### src/hw/rtl/assert_macros.svh
// assertion macros shared by the rotator rtl
// no dependencies; included by the modules that check their own logic
`ifndef ASSERT_MACROS_SVH
`define ASSERT_MACROS_SVH

`ifndef ASSERT_OFF

// property must hold at every clock edge outside reset
`define ASSERT_CLK(label, clk, rst_n, prop, msg) \
    label: assert property (@(posedge clk) disable iff (!rst_n) prop) else $error(msg);

// expression must never be true outside reset
`define ASSERT_NEVER(label, clk, rst_n, expr, msg) \
    label: assert property (@(posedge clk) disable iff (!rst_n) !(expr)) else $error(msg);

`else

`define ASSERT_CLK(label, clk, rst_n, prop, msg)
`define ASSERT_NEVER(label, clk, rst_n, expr, msg)

`endif

`endif

### src/hw/rtl/mcr_pkg.sv
// types and constants of the matrix rotator
// no dependencies; imported by every rotator module but mcr_ram
`default_nettype none

package mcr_pkg;

    localparam int MAX_DIM_DEF = 128;   // default matrix edge
    localparam int DIM_RESET   = 128;   // dimension after reset, before clamping
    localparam int IDX_W       = 7;     // logical row and column index width
    localparam int VAL_W       = 16;    // element width
    localparam int REQ_W       = 3;     // request code width
    localparam int CFG_IDX_W   = 2;     // config register index width
    localparam int CFG_DATA_W  = 8;     // config write data width
    localparam int Q_DEPTH     = 2;     // entries between front and back

    // request codes on the command port
    typedef enum logic [REQ_W-1:0] {
        REQ_WRITE = 3'd0,
        REQ_UP    = 3'd1,
        REQ_DOWN  = 3'd2,
        REQ_LEFT  = 3'd3,
        REQ_RIGHT = 3'd4,
        REQ_READ  = 3'd5
    } t_req;

    // config register indexes
    typedef enum logic [CFG_IDX_W-1:0] {
        REG_NUM_ROWS = 2'd0,
        REG_NUM_COLS = 2'd1
    } t_cfg_reg;

    // memory operation handed from front to back
    typedef enum logic [1:0] {
        OP_WRITE,
        OP_READ,
        OP_READ_ZERO
    } t_op;

    typedef struct packed {
        t_op              op;
        logic [VAL_W-1:0] data;
    } t_q_ctl;

endpackage

`default_nettype wire

### src/hw/rtl/mcr_queue.sv
// short fifo of memory operations between front and back
// uses mcr_pkg
`default_nettype none
`include "assert_macros.svh"

module mcr_queue #(
    parameter int ADDR_W = 14
) (
    input  wire logic              i_clk,
    input  wire logic              i_rst_n,
    input  wire logic              i_push,
    input  wire mcr_pkg::t_q_ctl   i_ctl,
    input  wire logic [ADDR_W-1:0] i_addr,
    input  wire logic              i_pop,
    output logic                   o_valid,
    output logic                   o_full,
    output mcr_pkg::t_q_ctl        o_ctl,
    output logic      [ADDR_W-1:0] o_addr
);

    import mcr_pkg::*;

    localparam int PTR_W = (Q_DEPTH > 1) ? $clog2(Q_DEPTH) : 1;
    localparam int CNT_W = $clog2(Q_DEPTH + 1);

    t_q_ctl            r_ctl  [Q_DEPTH];
    logic [ADDR_W-1:0] r_addr [Q_DEPTH];
    logic [PTR_W-1:0]  r_wr_ptr, n_wr_ptr;
    logic [PTR_W-1:0]  r_rd_ptr, n_rd_ptr;
    logic [CNT_W-1:0]  r_count, n_count;

    function automatic logic [PTR_W-1:0] f_next(input logic [PTR_W-1:0] p);
        return (p == PTR_W'(Q_DEPTH - 1)) ? '0 : p + PTR_W'(1);
    endfunction

    assign o_valid = (r_count != '0);
    assign o_full  = (r_count == CNT_W'(Q_DEPTH));
    assign o_ctl   = r_ctl[r_rd_ptr];
    assign o_addr  = r_addr[r_rd_ptr];

    always_comb begin
        n_wr_ptr = i_push ? f_next(r_wr_ptr) : r_wr_ptr;
        n_rd_ptr = i_pop  ? f_next(r_rd_ptr) : r_rd_ptr;
        n_count  = r_count;
        if (i_push && !i_pop) begin
            n_count = r_count + CNT_W'(1);
        end else if (i_pop && !i_push) begin
            n_count = r_count - CNT_W'(1);
        end
    end

    always_ff @(posedge i_clk) begin
        if (!i_rst_n) begin
            r_wr_ptr <= '0;
            r_rd_ptr <= '0;
            r_count  <= '0;
        end else begin
            r_wr_ptr <= n_wr_ptr;
            r_rd_ptr <= n_rd_ptr;
            r_count  <= n_count;
        end
    end

    always_ff @(posedge i_clk) begin
        if (i_push) begin
            r_ctl[r_wr_ptr]  <= i_ctl;
            r_addr[r_wr_ptr] <= i_addr;
        end
    end

    `ASSERT_NEVER(a_q_overflow, i_clk, i_rst_n, i_push && o_full && !i_pop, "push into full queue")
    `ASSERT_NEVER(a_q_underflow, i_clk, i_rst_n, i_pop && !o_valid, "pop from empty queue")

endmodule

`default_nettype wire

### config.mk
export PLATFORM = sky130hd
export DESIGN_NAME = mcr_queue
export DESIGN_NICKNAME = d
export VERILOG_FILES = /design/src/hw/rtl/mcr_pkg.sv /design/src/hw/rtl/mcr_queue.sv
export VERILOG_INCLUDE_DIRS = /design/src /design/src/hw/rtl
export SDC_FILE = /design/constraint.sdc
export NUM_CORES = 1
export LEC_CHECK = 0
export ABC_AREA = 0
export BUFFER_PORTS_ARGS = -buffer_cell sky130_fd_sc_hd__buf_2
export CORE_MARGIN = 3
export CORE_UTILIZATION = 30
export DETAILED_ROUTE_END_ITERATION = 7
export REMOVE_ABC_BUFFERS = 1
export SYNTH_ARGS = -nofsm -noshare
export SYNTH_HDL_FRONTEND = slang
export SYNTH_SLANG_ARGS = --single-unit
### constraint.sdc
create_clock -name i_clk -period 3.1 [get_ports i_clk]
set_input_delay 0.62 -clock i_clk [delete_from_list [all_inputs] [get_ports i_clk]]
set_output_delay 0.62 -clock i_clk [all_outputs]
set_load 0.01 [all_outputs]
==> out/results.txt <==
outcome -> finished clean
most frequent cells in the layout -> 69 x buf_2, 64 x edfxtp_1, 30 x mux2_2, 9 x clkbuf_8, 5 x dfxtp_1
final setup fails -> 0
leakage -> 1.26 nW
Max stage delay on crit path -> 700 ps
first-pass GRT wire length -> 7.10 mm
clock slew at reported path FFs -> 70 ps
min Tclk post-route -> 2410 ps
Critical path buffers and inverters -> 2
synth-to-layout area growth -> 29.9%
number of gates resized after cts -> 0
CTS max path bufs -> 2
Rel. slew slack -> 0.602
Multi-input gate area -> 485 um2
DIE WIDTH -> 97.9 um
crit end category -> output pin
core area -> 7970 um2
clock network power share -> 0.417
fillers -> 738
Worst path top cell family by delay -> flip-flops
CP Cell Sequence -> buf_12, mux2_1, buf_2
Starting Density -> 0.318
initial antenna violation count -> 0
Yosys top cell area share -> 0.759
antenna-violating nets left -> 0
Place WS -> 1010 ps
VDD IR max -> 0.356 mV
Seq/Total Area, Yosys -> 0.799
FF/Latch Area -> 2020 um2
Post-Route WL -> 4.31 mm
num ports -> 70
# hold bufs at CTS -> 0
complex-gate fraction of the synthesized area -> 0.00791
clock tree sinks -> 69
Cell variety after synth -> 18
Final nets -> 239
Inst Count DP -> 293
drt first pass iters -> 4
DR iter-0 viols -> 69
die area -> 9580 um2
critical path class -> reg -> out
Max Freq -> 415 MHz
ANT cells -> 0
later-pin clock latency in the skew report -> 330 ps
GPL Wtd Cong -> 0.683
internal power -> 1.80 mW
Worst Clk Skew -> 6.26 ps
post-route cell area -> 3290 um2
endpoints failing hold -> 0
Power Density -> 682 nW/um2
Setup WS post-layout -> 688 ps
Logic pwr share -> 0.096
vias per inst -> 4.36
gr usage total -> 0.0963
xor and xnor area share after synthesis -> 0.0104
synthesized flop and latch total -> 69
Residual DRC -> 0
RSZ-0062 raised after global routing -> no
Syn Area/Cell -> 20.7 um2
vias -> 1348
largest family of logic cells by synthesized area -> multiplexers
pin count of the biggest net entering global routing -> 22
Synth Area in Adders -> 0.00494
# H-tree levels -> 3
worst path arrival time -> 1790 ps
CTS buffer count -> 9
Syn Inst Count -> 122
Slew @ Worst Pin -> 596 ps
CTS tree -> built
total power -> 2.24 mW
Mapped Area -> 2530 um2
crit start category -> flop
post-synthesis mux area share -> 0.142
crit path max fanout -> 21
fin. max-slew vios -> 0
CP max-delay cell -> dfxtp_1
post-route insts no fill -> 309
WP data required -> 2480 ps
placed cell areas -> 3030 um2
vias in the first global route -> 1420
fraction of layout cells with a size suffix above 1 -> 0.585
setup TNS -> 0 ps
setup bufs post-CTS -> 0
Die Y -> 97.9 um
commonest non-fill, non-tap cell in the layout -> buf_2
root buffer cell -> clkbuf_8
wire length per cell -> 14.0 um
sw frac -> 0.199
cell taking the most area after synthesis -> edfxtp_1
Sequential Power Share -> 0.487
Switch Pwr -> 0.447 mW
crit share post-route -> 0.778
Synth area leaders -> edfxtp_1 76%, mux2_2 13%, dfxtp_1 4.0%
Worst Hold Class -> in -> reg
row count -> 32
Yosys warning total -> 0
detailed placement HPWL -> 2.94 mm
Simple-Gate Fraction of Synth Area -> 0.0232
IO Port Bufs -> 69
Max-cap violations -> 0
grt total ovfl -> 0
-- power by group through the flow --
stage / clock network (mW) / registers [mW] / logic, mW
2_1_floorplan: 0 / 1.12 / 0.113
6_report: 0.935 / 1.09 / 0.216
3_3_place_gp: 0 / 1.11 / 0.219
4_1_cts: 0.968 / 1.09 / 0.222
3_5_place_dp: 0 / 1.11 / 0.221
5_1_grt: 1.00 / 1.10 / 0.238
-- cell usage after synthesis, drive strengths merged --
master,number
o21ai,1
clkbuf,1
o21a,1
or3,1
buf,3
nor2b,2
ha,1
and2b,1
dfxtp,5
xnor2,1
and2,4
xor2,2
mux2,32
or2,1
edfxtp,64
a21boi,1
inv,1
-- final timing paths --
path	startpoint	to	slack, ps	cells past startpoint
hold / removal	i_ctl[12]	r_ctl[0][12]	470	1
hold reg to reg	r_count[1]	r_count[1]	510	2
setup / recovery	flop	o_addr[13]	690	3
setup reg to reg	r_wr_ptr	r_ctl[0][5]	1640	2
-- logic make-up after synthesis --
kind of cell / after synthesis
AO/OA/AOI/OAI: 3
AND/OR/NAND/NOR: 9
XOR/XNOR: 3
flip-flops: 69
multiplexers: 32
buffers and inverters: 5
adder cells (fa/ha/maj): 1
-- registers in the layout, summed over array words and instances, names as in the netlist, named ones only --
name and flops:
r_ctl 36, r_rd_ptr 1, r_count 2, r_wr_ptr 1, r_addr 28
-- through the flow --
stage | hold slack, ps | utilization
floorplan | 461 | -
global route | 449 | 0.413
CTS | 450 | 0.413
detailed placement | 496 | 0.380
global placement | 477 | 0.380
finish | 471 | 0.413
-- worst reg2reg max path: stages, from the launching register on --
cell and delay (ps):
dfxtp_1 340, nor2b_4 430, buf_4 370
-- area by class of cell --
class / count / area share
Inverter: 1 / 0.00114
Sequential cell: 69 / 0.615
Clock inverter: 7 / 0.0419
Tap cell: 102 / 0.0388
Multi-Input combinational cell: 48 / 0.148
Clock buffer: 9 / 0.0377
Timing Repair Buffer: 73 / 0.118
-- layer usage --
metal,up-vias,GRT usage,share of wire
met4,0,0.0447,0.022
met3,10,0.0414,0.092
met2,59,0.142,0.46
met1,647,0.123,0.42
met5,-,0,0
li1,632,-,-
Power figures use the tool's default switching activity.
