**src/hw/rtl/assert_macros.svh**
```systemverilog
// assertion macros shared by the rotator rtl
// no dependencies; included by the modules that check their own logic
`ifndef ASSERT_MACROS_SVH
`define ASSERT_MACROS_SVH

`ifndef ASSERT_OFF

// property must hold at every clock edge outside reset
`define ASSERT_CLK(label, clk, rst_n, prop, msg) \
    label: assert property (@(posedge clk) disable iff (!rst_n) prop) else $error(msg);

// expression must never be true outside reset
`define ASSERT_NEVER(label, clk, rst_n, expr, msg) \
    label: assert property (@(posedge clk) disable iff (!rst_n) !(expr)) else $error(msg);

`else

`define ASSERT_CLK(label, clk, rst_n, prop, msg)
`define ASSERT_NEVER(label, clk, rst_n, expr, msg)

`endif

`endif

```
**src/hw/rtl/mcr_pkg.sv**
```systemverilog
// types and constants of the matrix rotator
// no dependencies; imported by every rotator module but mcr_ram
`default_nettype none

package mcr_pkg;

    localparam int MAX_DIM_DEF = 128;   // default matrix edge
    localparam int DIM_RESET   = 128;   // dimension after reset, before clamping
    localparam int IDX_W       = 7;     // logical row and column index width
    localparam int VAL_W       = 16;    // element width
    localparam int REQ_W       = 3;     // request code width
    localparam int CFG_IDX_W   = 2;     // config register index width
    localparam int CFG_DATA_W  = 8;     // config write data width
    localparam int Q_DEPTH     = 2;     // entries between front and back

    // request codes on the command port
    typedef enum logic [REQ_W-1:0] {
        REQ_WRITE = 3'd0,
        REQ_UP    = 3'd1,
        REQ_DOWN  = 3'd2,
        REQ_LEFT  = 3'd3,
        REQ_RIGHT = 3'd4,
        REQ_READ  = 3'd5
    } t_req;

    // config register indexes
    typedef enum logic [CFG_IDX_W-1:0] {
        REG_NUM_ROWS = 2'd0,
        REG_NUM_COLS = 2'd1
    } t_cfg_reg;

    // memory operation handed from front to back
    typedef enum logic [1:0] {
        OP_WRITE,
        OP_READ,
        OP_READ_ZERO
    } t_op;

    typedef struct packed {
        t_op              op;
        logic [VAL_W-1:0] data;
    } t_q_ctl;

endpackage

`default_nettype wire

```
**src/hw/rtl/mcr_front.sv**
```systemverilog
// front end: takes commands, keeps dimensions and rotation offsets,
// maps logical positions to memory addresses; uses mcr_pkg
`default_nettype none
`include "assert_macros.svh"

module mcr_front #(
    parameter int MAX_DIM = mcr_pkg::MAX_DIM_DEF
) (
    input  wire logic                                i_clk,
    input  wire logic                                i_rst_n,
    input  wire logic                                i_accept,
    input  wire logic [mcr_pkg::REQ_W-1:0]           i_req_type,
    input  wire logic [mcr_pkg::IDX_W-1:0]           i_row_index,
    input  wire logic [mcr_pkg::IDX_W-1:0]           i_col_index,
    input  wire logic signed [mcr_pkg::VAL_W-1:0]    i_write_value,
    input  wire logic                                i_cfg_valid,
    input  wire logic [mcr_pkg::CFG_IDX_W-1:0]       i_cfg_index,
    input  wire logic [mcr_pkg::CFG_DATA_W-1:0]      i_cfg_data,
    output logic                                     o_push,
    output mcr_pkg::t_q_ctl                          o_ctl,
    output logic      [2*$clog2(MAX_DIM)-1:0]        o_addr
);

    import mcr_pkg::*;

    localparam int OFF_W = $clog2(MAX_DIM);
    localparam int DIM_W = $clog2(MAX_DIM + 1);
    localparam int SUM_W = ((IDX_W > DIM_W) ? IDX_W : DIM_W) + 1;
    localparam int RESET_DIM = (DIM_RESET > MAX_DIM) ? MAX_DIM : DIM_RESET;
    localparam logic [SUM_W-1:0] MAX_X = SUM_W'(MAX_DIM);
    localparam logic [SUM_W-1:0] ONE_X = SUM_W'(1);

    // a + b wrapped at n, with a and b below n
    function automatic logic [OFF_W-1:0] f_wrap(
        input logic [SUM_W-1:0] a,
        input logic [SUM_W-1:0] b,
        input logic [SUM_W-1:0] n
    );
        logic [SUM_W-1:0] s;
        s = a + b;
        if (s >= n) begin
            s = s - n;
        end
        return s[OFF_W-1:0];
    endfunction

    // zero reads as one, above the maximum reads as the maximum
    function automatic logic [DIM_W-1:0] f_clamp(input logic [CFG_DATA_W-1:0] d);
        logic [SUM_W-1:0] dx;
        dx = SUM_W'(d);
        if (dx == '0) begin
            dx = ONE_X;
        end else if (dx > MAX_X) begin
            dx = MAX_X;
        end
        return dx[DIM_W-1:0];
    endfunction

    logic [DIM_W-1:0] r_rows, n_rows;
    logic [DIM_W-1:0] r_cols, n_cols;
    logic [OFF_W-1:0] r_row_off, n_row_off;
    logic [OFF_W-1:0] r_col_off, n_col_off;

    logic [SUM_W-1:0] rows_x, cols_x, roff_x, coff_x, ridx_x, cidx_x;
    logic             in_range;
    logic [OFF_W-1:0] phys_row, phys_col;

    assign rows_x = SUM_W'(r_rows);
    assign cols_x = SUM_W'(r_cols);
    assign roff_x = SUM_W'(r_row_off);
    assign coff_x = SUM_W'(r_col_off);
    assign ridx_x = SUM_W'(i_row_index);
    assign cidx_x = SUM_W'(i_col_index);

    assign in_range = (ridx_x < rows_x) && (cidx_x < cols_x);
    assign phys_row = f_wrap(ridx_x, roff_x, rows_x);
    assign phys_col = f_wrap(cidx_x, coff_x, cols_x);
    assign o_addr   = {phys_row, phys_col};

    always_comb begin
        n_rows    = r_rows;
        n_cols    = r_cols;
        n_row_off = r_row_off;
        n_col_off = r_col_off;
        o_push    = 1'b0;
        o_ctl.op  = OP_WRITE;
        o_ctl.data = i_write_value;

        if (i_cfg_valid) begin
            unique case (i_cfg_index)
                REG_NUM_ROWS: begin
                    n_rows    = f_clamp(i_cfg_data);
                    n_row_off = '0;
                end
                REG_NUM_COLS: begin
                    n_cols    = f_clamp(i_cfg_data);
                    n_col_off = '0;
                end
                default: ;
            endcase
        end

        if (i_accept) begin
            unique case (i_req_type)
                REQ_WRITE: begin
                    o_push   = in_range;
                    o_ctl.op = OP_WRITE;
                end
                REQ_UP:    n_row_off = f_wrap(roff_x, ONE_X, rows_x);
                REQ_DOWN:  n_row_off = f_wrap(roff_x, rows_x - ONE_X, rows_x);
                REQ_LEFT:  n_col_off = f_wrap(coff_x, ONE_X, cols_x);
                REQ_RIGHT: n_col_off = f_wrap(coff_x, cols_x - ONE_X, cols_x);
                REQ_READ: begin
                    o_push   = 1'b1;
                    o_ctl.op = in_range ? OP_READ : OP_READ_ZERO;
                end
                default: ;
            endcase
        end
    end

    always_ff @(posedge i_clk) begin
        if (!i_rst_n) begin
            r_rows    <= DIM_W'(RESET_DIM);
            r_cols    <= DIM_W'(RESET_DIM);
            r_row_off <= '0;
            r_col_off <= '0;
        end else begin
            r_rows    <= n_rows;
            r_cols    <= n_cols;
            r_row_off <= n_row_off;
            r_col_off <= n_col_off;
        end
    end

    `ASSERT_CLK(a_row_off_bound, i_clk, i_rst_n, roff_x < rows_x, "row offset not below rows")
    `ASSERT_CLK(a_col_off_bound, i_clk, i_rst_n, coff_x < cols_x, "col offset not below cols")

endmodule

`default_nettype wire

```
**config.mk**
```make
export PLATFORM = sky130hd
export DESIGN_NAME = mcr_front
export DESIGN_NICKNAME = d
export VERILOG_FILES = /design/src/hw/rtl/mcr_pkg.sv /design/src/hw/rtl/mcr_front.sv
export VERILOG_INCLUDE_DIRS = /design/src /design/src/hw/rtl
export SDC_FILE = /design/constraint.sdc
export NUM_CORES = 1
export LEC_CHECK = 0
export BUFFER_PORTS_ARGS = -buffer_cell sky130_fd_sc_hd__buf_2
export CAP_MARGIN = 20
export CORE_MARGIN = 5
export CORE_UTILIZATION = 48
export DETAILED_ROUTE_END_ITERATION = 10
export PLACE_DENSITY = 0.74
export SLEW_MARGIN = 0
export SYNTH_ARGS = -nofsm -noshare
export SYNTH_HDL_FRONTEND = slang
export SYNTH_SLANG_ARGS = --single-unit
```
**constraint.sdc**
```tcl
create_clock -name i_clk -period 5.3 [get_ports i_clk]
set_input_delay 0.265 -clock i_clk [delete_from_list [all_inputs] [get_ports i_clk]]
set_output_delay 0.265 -clock i_clk [all_outputs]
set_load 0.02 [all_outputs]
```
==> summary.txt, run 1 <==
Setup Buffers After CTS - 0
post-route setup slack - 1.10 ns
Hold WS - 0.311 ns
Clock Latency Late Sink - 0.28 ns
WS Path Type - flop to flop
P_leak - 2.77 nW
PD cells - 276 nW/um2
drt pass-1 iters - 5
count of cell types in the netlist - 73
Worst Skew - 0.00361 ns
status - completed
max incr delay on CP - 0.70 ns
Slew Viols, Final - 0
antenna violations before repair - 1
Max Cap Viol - 0
Worst Path Buf+Inv - 2
Arr. time, crit path - 4.36 ns
first-pass GRT wire length - 24.7 mm
Max stage delay cell, worst path - o41ai_2
FF-to-FF setup slack - 1.10 ns
Synthesized Nets - 916
Die H - 120 um
Worst-Margin Slew - 0.862 ns
FMAX - 238 MHz
Synth async-reset ratio - 0
Worst R2R Start - r_cols[1]
largest net degree at the start of global routing - 24
synth warn - 0
CTS tree - built
cts hold-fix bufs - 0
clock transition at the registers of the reported paths - 0.05 ns
post-cts sizing count - 0
Startpoint Class - flop
Setup crit start - r_cols[1]
Critical Path End - r_col_off[0]
# diodes - 0
slew margin rel. - 0.424
worst hold path type - input port to flop
row cnt - 40
CP Max Fanout - 7
Starting Density - 0.486
synthesis-to-layout area growth - 7.41%
Tmin final - 4.20 ns
DR iter-0 viols - 412
largest area contributor in the netlist - ha_1
grt total ovfl - 0
routability cong. - 0.919
vias per std cell - 5.87
Clock Tree Buf Depth - 2
# fillers - 1155
mapped cell area - 5760 um2
Final #Nets - 936
Hold Vio Cnt, Final - 0
H-Tree Depth - 2
fin crit share - 0.792
Crit path top cell by count - ha_1
Multi-input gate area - 4650 um2
CTS sink count - 30
top-level I/O count - 80
Max IR drop VDD - 0.227 mV
Inst Count DP - 915
CTS buffer count - 5
worst r2r dst - r_col_off[0]
Avg Inst Size Synth - 7.63 um2
sequential share of the synthesized area - 0.104
cell depth of the worst setup path - 16
Cells after Synth - 755
Setup-failing EPs final - 0
Post-synth EDFFs - 0
critical path's top delay family - compound AO/OA/AOI/OAI gates
Main synth FF type - dfxtp_1
share of layout cells above drive strength 1 - 0.107
Storage cell area - 601 um2
vias in the first global route - 5060
post-DP HPWL - 12.3 mm
top-area cell type share of the netlist area - 0.226
leading post-synthesis cells by cell area - ha_1 23%, dfxtp_1 10%, a21oi_1 6.5%
final core occ - 0.522
port buffer count - 47
DP Worst Slack - 1.16 ns
Avg WL per Cell - 16.5 um
fin cells - 923
core region area - 11900 um2
Die Wd - 120 um
DRC violations left - 0
final WL - 15.2 mm
vias - 5418
R2R depth - 16
GRT Overall Usage - 0.210
die area - 14300 um2
Crit. End Element - flop
Yosys reg bits - 30
CTS root buf - clkbuf_16
CP Cell Sequence - inv_1, ha_1, inv_1, ha_1, fa_1, a21o_1, a21oi_1, o21ai_0, a21oi_1, xnor2_1, ha_1, nand2_1, o41ai_2, nor3_4, o2111a_1, a211o_1
antenna violation net count after detailed routing - 0
CP required - 5.47 ns
RSZ-0062 raised after global routing - no
Sum Neg Setup Slack - 0 ns
-- Yosys cell counts (4+ instances only) --
library cell  count
fa_1             10
nor2b_1          14
nand3_1          26
xor2_1           15
clkbuf_1         13
a21o_1           24
nand2b_1         11
inv_1            83
a311oi_1          5
nor3_1           14
a211o_1           4
buf_4            16
nand2_1          55
o21a_1            9
and4_1            6
mux2i_1           7
nor4_1            5
a211oi_1          5
o31a_1            8
mux2_2            7
ha_1            104
dfxtp_1          30
nor2_1           46
a31oi_1           6
or3_1             8
o21bai_1         12
buf_2             5
nor3b_1           4
o21ai_0          28
xnor2_1          38
a21oi_1          75
-- state kept, by name, indices dropped and copies added, names as in the netlist --
signal,count
r_cols,8
r_rows,8
r_col_off,7
r_row_off,7
-- how the worst min path moves through the flow --
| stage | startpoint | end | slack [ns] | depth (start not counted) |
|---|---|---|---|---|
| 6_report | i_rst_n | r_rows[7] | 0.31 | 2 |
| 5_1_grt | i_rst_n | r_rows[7] | 0.32 | 2 |
| 4_1_cts | i_rst_n | r_rows[7] | 0.31 | 2 |
| 3_5_place_dp | r_rows[3] | r_rows[3] | 0.45 | 2 |
| 3_3_place_gp | r_rows[5] | r_rows[5] | 0.44 | 2 |
| 2_1_floorplan | i_cfg_data[7] | r_cols[7] | 0.40 | 2 |
-- cell type report --
type | count | area share
clock buffer | 6 | 0.0225
clock inverter | 2 | 0.00971
inverter | 83 | 0.0504
multi-input combinational | 607 | 0.751
sequential | 30 | 0.0971
tap | 147 | 0.0297
timing repair buffer | 48 | 0.0392
-- per-layer routing --
layer	track usage	share of wire
met5	0	0.00086
met4	0.0694	0.029
met3	0.0259	0.056
met2	0.381	0.49
met1	0.256	0.42
-- cell families (layout without fill, tap and decap cells) --
kind of cell	Yosys count	after routing	synth area share
flops	30	30	0.104
xor+xnor	54	54	0.0834
compound gates	215	215	0.250
fa+ha+maj	114	114	0.261
mux	15	15	0.0278
buf+inv	118	139	0.0886
simple gates	209	209	0.185
-- power breakdown --
group	total (mW)	switching (mW)	leakage, nW	internal [mW]
combinational	1.06	0.609	2.43	0.453
clock	0.385	0.103	0.0971	0.282
sequential	0.259	0.0217	0.243	0.237
-- layout by cell type, fill, tap and decap left out, types with 9 or more instances in the layout --
cell,netlist,routed
nand2b_1,11,11
nand3_1,26,26
nor2_1,46,46
xor2_1,15,15
nand2_1,55,55
inv_1,83,83
buf_2,5,47
ha_1,104,104
fa_1,10,10
a21oi_1,75,75
o21ai_0,28,28
a21o_1,24,24
xnor2_1,38,38
nor3_1,14,14
dfxtp_1,30,30
o21bai_1,12,12
nor2b_1,14,14
o21a_1,9,9
-- stage by stage --
step | power [mW] | instance area [um2]
after floorplan | 1.12 | 5760
after global placement | 1.30 | 5990
after detailed placement | 1.31 | 5990
after CTS | 1.70 | 6190
after global routing | 1.84 | 6190
final | 1.71 | 6190
No activity file was read; power rests on OpenSTA's default activity.
==> run 2, diff against run 1 <==
ABC_AREA = 1   (was not set)
PLACE_DENSITY = 0.73   (was 0.74)
clock period = 3.9 ns   (was 5.3 ns; I/O delays follow)
==> run 2 against run 1 <==
Against the previous run: core utilization up 0.71 points; clock skew about the same; synthesized area up 1.8%; combinational power up 63%; first-iteration DRC count down 17%; via count up 6.3%; non-clock buffer count up 11; final area up 2.6%; maximum frequency up 16%; critical path type unchanged.
==> summary.txt, run 2 <==
CTS buffer count - 5 (unchanged)
Crit. End Element - flop (unchanged)
Storage cell area - 601 um2 (unchanged)
Max Cap Viol - 0 (unchanged)
post-cts sizing count - 0 (unchanged)
simple-gate share of the synthesized area - 0.285 (was 0.185)
Inst Count DP - 1083 (was 915)
Crit path top cell by count - nand2_1 (was ha_1)
Max stage delay cell, worst path - dfxtp_1 (was o41ai_2)
cell depth of the worst setup path - 22 (was 16)
Synth async-reset ratio - 0 (unchanged)
post-DP HPWL - 12.8 mm (was 12.3 mm)
CTS root buf - clkbuf_16 (unchanged)
H-Tree Depth - 2 (unchanged)
Post-synth EDFFs - 0 (unchanged)
PD cells - 389 nW/um2 (was 276 nW/um2)
Cells after Synth - 903 (was 755)
CTS tree - built (unchanged)
grt total ovfl - 0 (unchanged)
CP Cell Sequence - inv_1, ha_1, inv_1, ha_1, fa_1, nand3_1, nand2_1, or2_2, nand2_1, inv_1, ha_1, nand3_1, nor2_1, nand2_1, nand2_1, a21boi_4, nand3_4, nand2_1, nand3_1, nand2_1, nand2_1, a21oi_2 (was inv_1, ha_1, inv_1, ha_1, fa_1, a21o_1, a21oi_1, o21ai_0, a21oi_1, xnor2_1, ha_1, nand2_1, o41ai_2, nor3_4, o2111a_1, a211o_1)
count of cell types in the netlist - 39 (was 73)
worst r2r dst - r_row_off[1] (was r_col_off[0])
vias - 5757 (was 5418)
Worst-Margin Slew - 0.591 ns (was 0.862 ns)
clock transition at the registers of the reported paths - 0.05 ns (about the same)
most frequent cells in the layout - 199 x nand2_1, 161 x inv_1, 104 x ha_1, 74 x nand3_1, 69 x a21oi_1 (was 104 x ha_1, 83 x inv_1, 75 x a21oi_1, 55 x nand2_1, 47 x buf_2)
WS Path Type - flop to flop (unchanged)
R2R depth - 22 (was 16)
mapped cell area - 5860 um2 (was 5760 um2)
largest area contributor in the netlist - ha_1 (unchanged)
complex-gate fraction of the synthesized area - 0.154 (was 0.250)
# fillers - 1198 (was 1155)
Multi-input gate area - 4480 um2 (was 4650 um2)
Arr. time, crit path - 3.83 ns (was 4.36 ns)
Clock Latency Late Sink - 0.28 ns (about the same)
top cells by count, synth - 199 x nand2_1, 161 x inv_1, 104 x ha_1, 76 x nand3_1, 69 x a21oi_1 (was 104 x ha_1, 83 x inv_1, 75 x a21oi_1, 55 x nand2_1, 46 x nor2_1)
Main synth FF type - dfxtp_1 (unchanged)
Worst R2R Start - r_rows[1] (was r_cols[1])
design area - 6350 um2 (was 6190 um2)
Worst Skew - 0.00374 ns (was 0.00361 ns)
CP Max Fanout - 8 (was 7)
antenna violations before repair - 0 (was 1)
FF-to-FF setup slack - 0.27 ns (was 1.10 ns)
port buffer count - 47 (unchanged)
top-level I/O count - 80 (unchanged)
Clock Tree Buf Depth - 2 (unchanged)
Slew Viols, Final - 0 (unchanged)
row cnt - 40 (unchanged)
synth warn - 0 (unchanged)
Sum Neg Setup Slack - 0 ns (unchanged)
slew margin rel. - 0.606 (was 0.424)
vias per std cell - 5.28 (was 5.87)
Yosys reg bits - 30 (unchanged)
cts hold-fix bufs - 0 (unchanged)
Die H - 121 um (was 120 um)
final WL - 15.1 mm (was 15.2 mm)
largest net degree at the start of global routing - 19 (was 24)
Worst Path Buf+Inv - 3 (was 2)
mux cell area share after synthesis - 0 (was 0.0278)
largest family of logic cells by synthesized area - simple AND/OR/NAND/NOR gates (was adder cells)
core region area - 12000 um2 (was 11900 um2)
critical path's top delay family - adder cells (was compound AO/OA/AOI/OAI gates)
final core occ - 0.529 (was 0.522)
Starting Density - 0.488 (was 0.486)
Setup crit start - r_rows[1] (was r_cols[1])
DP Worst Slack - 0.301 ns (was 1.16 ns)
worst hold path type - input port to flop (unchanged)
sequential share of the synthesized area - 0.102 (was 0.104)
FMAX - 276 MHz (was 238 MHz)
share of layout cells above drive strength 1 - 0.113 (was 0.107)
Synthesized Nets - 1064 (was 916)
most common cell after layout, fill and taps aside - nand2_1 (was ha_1)
Hold Vio Cnt, Final - 0 (unchanged)
DR iter-0 viols - 344 (was 412)
Avg WL per Cell - 13.9 um (was 16.5 um)
RSZ-0062 raised after global routing - no (unchanged)
Critical Path End - r_row_off[1] (was r_col_off[0])
Final #Nets - 1104 (was 936)
Avg Inst Size Synth - 6.49 um2 (was 7.63 um2)
CP required - 4.11 ns (was 5.47 ns)
P_leak - 3.44 nW (was 2.77 nW)
vias in the first global route - 5540 (was 5060)
# diodes - 0 (unchanged)
antenna violation net count after detailed routing - 0 (unchanged)
post-route setup slack - 0.275 ns (was 1.10 ns)
leading post-synthesis cells by cell area - ha_1 22%, nand2_1 13%, inv_1 10% (was ha_1 23%, dfxtp_1 10%, a21oi_1 6.5%)
Die Wd - 121 um (was 120 um)
CTS sink count - 30 (unchanged)
post-place instance area - 6190 um2 (was 5990 um2)
max incr delay on CP - 0.45 ns (was 0.70 ns)
first-pass GRT wire length - 25.8 mm (was 24.7 mm)
synthesis-to-layout area growth - 8.28% (was 7.41%)
drt pass-1 iters - 5 (unchanged)
Setup Buffers After CTS - 0 (unchanged)
GRT Overall Usage - 0.215 (was 0.210)
die area - 14500 um2 (was 14300 um2)
Setup-failing EPs final - 0 (unchanged)
Max IR drop VDD - 0.281 mV (was 0.227 mV)
Startpoint Class - flop (unchanged)
count leader, synth - nand2_1 (was ha_1)
routability cong. - 0.891 (was 0.919)
adder-cell share of the synthesized area - 0.256 (was 0.261)
status - completed (unchanged)
Largest regs - r_cols: 8 flops, r_rows: 8 flops (unchanged)
fin crit share - 0.930 (was 0.792)
top-area cell type share of the netlist area - 0.222 (was 0.226)
Tmin final - 3.63 ns (was 4.20 ns)
fin cells - 1091 (was 923)
Synth Area in XOR/XNOR - 0.0657 (was 0.0834)
DRC violations left - 0 (unchanged)
[run 2: cell count changes in the layout (fill, tap and decap cells not counted), moves of 14 or more]
cell	delta
nor2b_1	-14
inv_1	+78
nand4_1	+14
nand2_1	+144
xnor2_1	-28
nand3_1	+48
xor2_1	+19
a21o_1	-19
[run 2: logic make-up after synthesis]
logic type / after synthesis
buffers and inverters: 190
adder cells (fa/ha/maj): 114
flip-flops: 30
AND/OR/NAND/NOR: 372
AO/OA/AOI/OAI: 153
XOR/XNOR: 44
[run 2: final cells by class]
cell class | count | area share
clock inverters | 1 | 0.000788
well taps | 147 | 0.0290
multi-input cells | 683 | 0.705
repair buffers | 59 | 0.0512
inverters | 164 | 0.0969
clock buffers | 7 | 0.0225
flip-flops and latches | 30 | 0.0946
[run 2: worst min-delay path by stage]
stage,slack (ns),depth (start not counted),startpoint,to
floorplan,0.33,2,i_cfg_data[7],r_cols[7]
global placement,0.39,0,i_write_value[13],o_ctl[13]
detailed placement,0.39,0,i_write_value[13],o_ctl[13]
CTS,0.21,3,i_cfg_data[2],r_rows[2]
global route,0.24,3,i_cfg_data[2],r_rows[2]
finish,0.22,3,i_cfg_data[5],r_rows[5]
[run 2: per-stage QoR]
step           hold WS [ns]  total power, mW
6_report              0.220             2.47
3_3_place_gp          0.390             2.06
3_5_place_dp          0.390             2.07
2_1_floorplan         0.325             1.73
4_1_cts               0.214             2.47
5_1_grt               0.239             2.73
[run 2: tightest hold or removal path: cells and delay by family]
family	cells	cell delay (ns)
buf+inv	1	0.11
simple gates	1	0.09
compound gates	1	0.06
[run 2: power by group]
| part | leakage (nW) | switching [mW] | internal, mW |
|---|---|---|---|
| combinational | 3.13 | 1.06 | 0.666 |
| clock | 0.0739 | 0.136 | 0.253 |
| sequential | 0.245 | 0.0258 | 0.327 |
| total | 3.44 | 1.23 | 1.25 |
[run 2: per-layer routing]
metal | GRT usage | wire length (um) | vias up
met3 | 0.0192 | 561 | 35
met5 | 0 | 0 | -
met2 | 0.382 | 7350 | 119
met4 | 0.0793 | 473 | 0
met1 | 0.269 | 6730 | 2580
li1 | - | - | 3023
